===== config.mk =====
export PLATFORM = sky130hd
export DESIGN_NAME = stkl_ram
export DESIGN_NICKNAME = d
export VERILOG_FILES = /design/src/design/sorted_table_key_lookup_macros.svh /design/src/design/stkl_ram.sv
export SDC_FILE = /design/constraint.sdc
export NUM_CORES = 1
export LEC_CHECK = 0
export BUFFER_PORTS_ARGS = -buffer_cell sky130_fd_sc_hd__buf_4
export CAP_MARGIN = 5
export CORE_UTILIZATION = 30
export DETAILED_ROUTE_END_ITERATION = 16
export GPL_TIMING_DRIVEN = 0
export MAX_ROUTING_LAYER = met4
export PLACE_DENSITY = 0.48
export SKIP_LAST_GASP = 1
export SYNTH_ARGS = -nofsm -noshare
export SYNTH_HDL_FRONTEND = slang
export SYNTH_SLANG_ARGS = --single-unit

===== constraint.sdc =====
create_clock -name clk -period 2.1 [get_ports clk]
set_input_delay 0.42 -clock clk [delete_from_list [all_inputs] [get_ports clk]]
set_output_delay 0.42 -clock clk [all_outputs]
set_load 0.005 [all_outputs]

===== src/design/sorted_table_key_lookup_macros.svh =====
// Assertion macros shared by the sorted table lookup block.
`ifndef SORTED_TABLE_KEY_LOOKUP_MACROS_SVH
`define SORTED_TABLE_KEY_LOOKUP_MACROS_SVH

// Same-cycle implication, checked on clk and quiet during rst.
`define STKL_ASSERT_NOW(label, ante, cons) \
  label: assert property (@(posedge clk) disable iff (rst) (ante) |-> (cons)) \
    else $error("stkl same-cycle check failed");

// Next-cycle implication, checked on clk and quiet during rst.
`define STKL_ASSERT_NEXT(label, ante, cons) \
  label: assert property (@(posedge clk) disable iff (rst) (ante) |=> (cons)) \
    else $error("stkl next-cycle check failed");

`endif


===== src/design/stkl_ram.sv =====
// Generic single-write, single-read RAM with a registered read port.
module stkl_ram #(
  parameter int WIDTH = 8,
  parameter int DEPTH = 16
) (
  input  logic                     clk,
  input  logic                     we,
  input  logic [$clog2(DEPTH)-1:0] waddr,
  input  logic [WIDTH-1:0]         wdata,
  input  logic [$clog2(DEPTH)-1:0] raddr,
  output logic [WIDTH-1:0]         rdata
);

  logic [WIDTH-1:0] mem [DEPTH];

  always_ff @(posedge clk) begin
    if (we) mem[waddr] <= wdata;
    rdata <= mem[raddr];
  end

endmodule


; ---- Word-level counts from Yosys, hierarchy flattened
; Memories as Yosys holds them, arrays and structs flattened. A register that Yosys moved wholly into a read port is not among the register bits.
; Cells that the tools add are included.
[totals]
in_bits = 18
output_inout_bits = 8
ramBits = 128
regBits = 0
n_memories = 1
[mem_list]
columns = memory, depth, width, read_ports, rd_ports_with_merged_regs, write_ports, line_no
row1 = mem, 16, 8, 1, 1, 1, stkl_ram.sv:14  ; logic [WIDTH-1:0] mem [DEPTH];
[classes]
n_mux = 2
[ops]
columns = op, count
row1 = $mux 1, 2

; ---- Logic depth before layout (Yosys ltp)
[depth]
ltp_word = 2
mapped_depth = 5
depth_no_buf = 3

; ---- Least setup slack after synthesis
; Ideal clock, no wire load.
[synth_path]
kind = input to register
startpoint = input port waddr[2]
endpoint = memory mem[0][0] (enable)
cell_stages = 2
path_buffers = 0
slack_ns = 0.187
arrival_time_ns = 1.530
required_time_ns = 1.717
cell_sequence = or3b_2 -> nor3_1
[synth_rtl]
columns = item, line_no
row1 = from (decl), stkl_ram.sv:8  ; input logic [$clog2(DEPTH)-1:0] waddr,
row2 = to (decl), stkl_ram.sv:14
; Straight into the memory's write port.

; ---- Final worst setup path
[layout_path]
startpoint = input port waddr[2]
endpoint = memory mem[0][5] (enable)
; Straight into the memory's write port.

==> out/summary.md <==
- **Layout Area Growth over Synthesis** 22.6%
- **hold_buf cts** 0
- **kind of capture point of the worst setup path** register
- **share of synthesized area occupied by flip-flops and latches** 77.8%
- **syn_nets** 247
- **number of flip-flops and latches in the synthesized netlist** 136
- **antenna cell count** 0
- **clock latency at the later pin of the worst-skew pair** 420 ps
- **Die Span Y** 133 um
- **worst hold slack after final layout** 330 ps
- **starting density of the core** 30.9%
- **leakage power total** 0.00211 uW
- **post-synthesis cell area** 5150 um2
- **sequential group share of total power** 44.9%
- **post-cts gate resize count** 0
- **drt first pass iters** 6
- **Relative slew margins** 33.1%
- **worst hold-check path type** input port to register
- **largest fanout on the critical path** 5
- **TritonCTS clock tree** built
- **share of final-layout standard cells stronger than drive strength 1** 29.4%
- **first-pass GRT wire length** 15800 um
- **area of the die** 17700 um2
- **hold violation total from the final report** 0
- **horizontal extent of the die** 133 um
- **Combinational Power Share** 4.6%
- **GRT Overall Usage** 13.7%
- **via count** 2413
- **data required time at the worst endpoint** 2220 ps
- **pin count of the biggest net entering global routing** 17
- **Boundary Pins** 26
- **GRT overflow** 0
- **Slew Limit Fails** 0
- **worst reg2reg setup slack** 690 ps
- **number of antenna violations at the first check in global routing** 0
- **syn_area_per_cell** 22.5 um2
- **ratio of total power to cell area** 1080 nW/um2
- **Wirelength per Cell** 21.1 um
- **transition at the pin with the smallest max-transition slack** 996 ps
- **endpoints failing setup** 0
- **number of buffers between clock root and the deepest sink** 2
- **maximum clock frequency** 574 MHz
- **number of violations reported at the end of detailed-routing iteration 0** 190
- **residual DRC count** 0
- **P_int** 5510 uW
- **clock sink count** 136
- **status** finished, final reports clean
- **via count of the first global-routing pass** 2464
- **CTS clk-pin slew, worst paths** 60 ps
- **row cnt** 47
- **maximum ir drop on the vdd rail** 0.000560 V
- **net count reported at finish** 294
- **global placement routability congestion** 0.699
- **via/cell ratio** 4.74
- **setup repair after global routing missed its margin** false
- **Num CTS Buffers** 17
- **number of setup buffers added after CTS** 0
- **Final min period** 1740 ps
- **Total Power Consumption** 6790 uW
- **detailed placer's ending HPWL** 6920 um
- **total of warnings raised by yosys** 0
- **antenna-violating nets left** 0
- **maximum level of the CTS H-tree** 4
- **critical path class** input port to register
- **Max-cap violations** 0
- **detailed-route wire length** 10800 um
- **worst setup skew after layout** 7.39 ps
- **area of the placeable core** 16600 um2
- **arrival time of the worst setup path** 1860 ps
- **final critical-path share of the clock period** 83.0%
- **instance count of the mapped netlist** 229
- **switching fraction of total power** 18.8%
- **number of library cell types mapped by synthesis** 19
- **number of buffers added on ports** 24
- **clock root buffer master** sky130_fd_sc_hd__clkbuf_16
- **total net switching power** 1280 uW
- **critical path launch point type** input port
- **clock network fraction of design power** 50.5%
-- area by class of cell --
class / instances / area [um2]
repair buffers: 28 / 208
multi-input cells: 83 / 1060
fillers: 1495 / 10300
well taps: 220 / 275
flip-flops and latches: 136 / 4000
clock buffers: 18 / 429
clock inverters: 14 / 251
plain buffers: 10 / 86.3
-- routing by layer --
metal / part of all wire, % / GRT usage [%] / vias up
met5: 0 / - / -
met4: 1.7 / 6.32 / 0
met3: 4.1 / 3.68 / 17
met2: 47 / 20.4 / 59
met1: 47 / 17.4 / 1266
li1: - / - / 1071
-- kinds of logic (layout without fill, tap and decap cells) --
| group | after synthesis | count (layout) | share of synthesized area (%) |
|---|---|---|---|
| DFF | 136 | 136 | 77.8 |
| muxes | 32 | 32 | 15.0 |
| and+or+nand+nor | 35 | 35 | 3.18 |
| buffers and inverters | 10 | 70 | 1.68 |
| AOI/OAI and AO/OA | 16 | 16 | 2.33 |
-- final timing paths --
check	start	endpoint	depth (start not counted)
hold / removal	wdata[3]	mem[11][3]	1
setup reg to reg	mem[15][0]	rdata[0]	3
hold reg to reg	mem[8][3]	rdata[3]	3
setup / recovery	waddr[2]	mem[0][5]	4
-- Yosys cell counts --
cell | count | share of area, %
sky130_fd_sc_hd__mux4_2 | 18 | 7.9
sky130_fd_sc_hd__buf_2 | 3 | 0.29
sky130_fd_sc_hd__buf_4 | 1 | 0.15
sky130_fd_sc_hd__nand2b_1 | 2 | 0.24
sky130_fd_sc_hd__mux4_1 | 14 | 7.1
sky130_fd_sc_hd__nand2_1 | 9 | 0.66
sky130_fd_sc_hd__and2_1 | 1 | 0.12
sky130_fd_sc_hd__nand3_1 | 1 | 0.097
sky130_fd_sc_hd__dfxtp_1 | 8 | 3.1
sky130_fd_sc_hd__or3b_2 | 1 | 0.17
sky130_fd_sc_hd__buf_6 | 3 | 0.66
sky130_fd_sc_hd__and2b_1 | 1 | 0.15
sky130_fd_sc_hd__nor2b_1 | 1 | 0.12
sky130_fd_sc_hd__nand3b_1 | 2 | 0.29
sky130_fd_sc_hd__clkdlybuf4s25_2 | 3 | 0.58
sky130_fd_sc_hd__a22oi_1 | 16 | 2.3
sky130_fd_sc_hd__edfxtp_1 | 128 | 75
sky130_fd_sc_hd__nor3_1 | 4 | 0.39
sky130_fd_sc_hd__nor2_1 | 13 | 0.95
-- power by group through the flow --
stage	Combinational, uW	Clock, uW	Sequential, uW
after detailed placement	321	0	3110
after global routing	339	3590	3050
final	312	3430	3050
after global placement	316	0	3100
after CTS	321	3480	3050
after floorplan	154	0	3110
-- worst max-delay path, cell delays in order --
cell and delay, ps:
sky130_fd_sc_hd__buf_4 120, sky130_fd_sc_hd__or3b_2 510, sky130_fd_sc_hd__nor3_1 520, sky130_fd_sc_hd__buf_4 280
-- layout by cell type, fill, tap and decap left out --
cell	count
sky130_fd_sc_hd__or3b_2	1
sky130_fd_sc_hd__mux4_2	18
sky130_fd_sc_hd__and2_1	1
sky130_fd_sc_hd__clkdlybuf4s25_2	3
sky130_fd_sc_hd__inv_6	1
sky130_fd_sc_hd__clkinv_4	1
sky130_fd_sc_hd__buf_4	28
sky130_fd_sc_hd__a22oi_1	16
sky130_fd_sc_hd__nor2b_1	1
sky130_fd_sc_hd__buf_6	3
sky130_fd_sc_hd__mux4_1	14
sky130_fd_sc_hd__clkinv_1	3
sky130_fd_sc_hd__clkinvlp_4	1
sky130_fd_sc_hd__dfxtp_1	8
sky130_fd_sc_hd__bufinv_16	7
sky130_fd_sc_hd__buf_2	4
sky130_fd_sc_hd__clkinv_2	1
sky130_fd_sc_hd__nand2_1	9
sky130_fd_sc_hd__clkbuf_1	1
sky130_fd_sc_hd__nand2b_1	2
sky130_fd_sc_hd__nand3_1	1
sky130_fd_sc_hd__nand3b_1	2
sky130_fd_sc_hd__nor2_1	13
sky130_fd_sc_hd__clkbuf_16	17
sky130_fd_sc_hd__and2b_1	1
sky130_fd_sc_hd__nor3_1	4
sky130_fd_sc_hd__edfxtp_1	128
-- metrics by stage --
| stage | instance area [um2] | cells | utilization, % | setup WS (ps) | TNS (ps) |
|---|---|---|---|---|---|
| final | 6310 | 509 | 37.9 | 357 | 0 |
| after global routing | 6310 | 509 | 37.9 | 239 | 0 |
| after CTS | 6310 | 509 | 37.9 | 280 | 0 |
| after detailed placement | 5630 | 477 | 33.8 | -86.8 | -1380 |
| after global placement | 5600 | 473 | 33.7 | -503 | -8280 |
| after floorplan | 5150 | 229 | - | 187 | 0 |
-- state kept, by name, indices dropped and copies added, names as in the netlist --
| name | count |
|---|---|
| mem | 128 |
| rdata | 8 |
(Power assumes the default switching activity.)
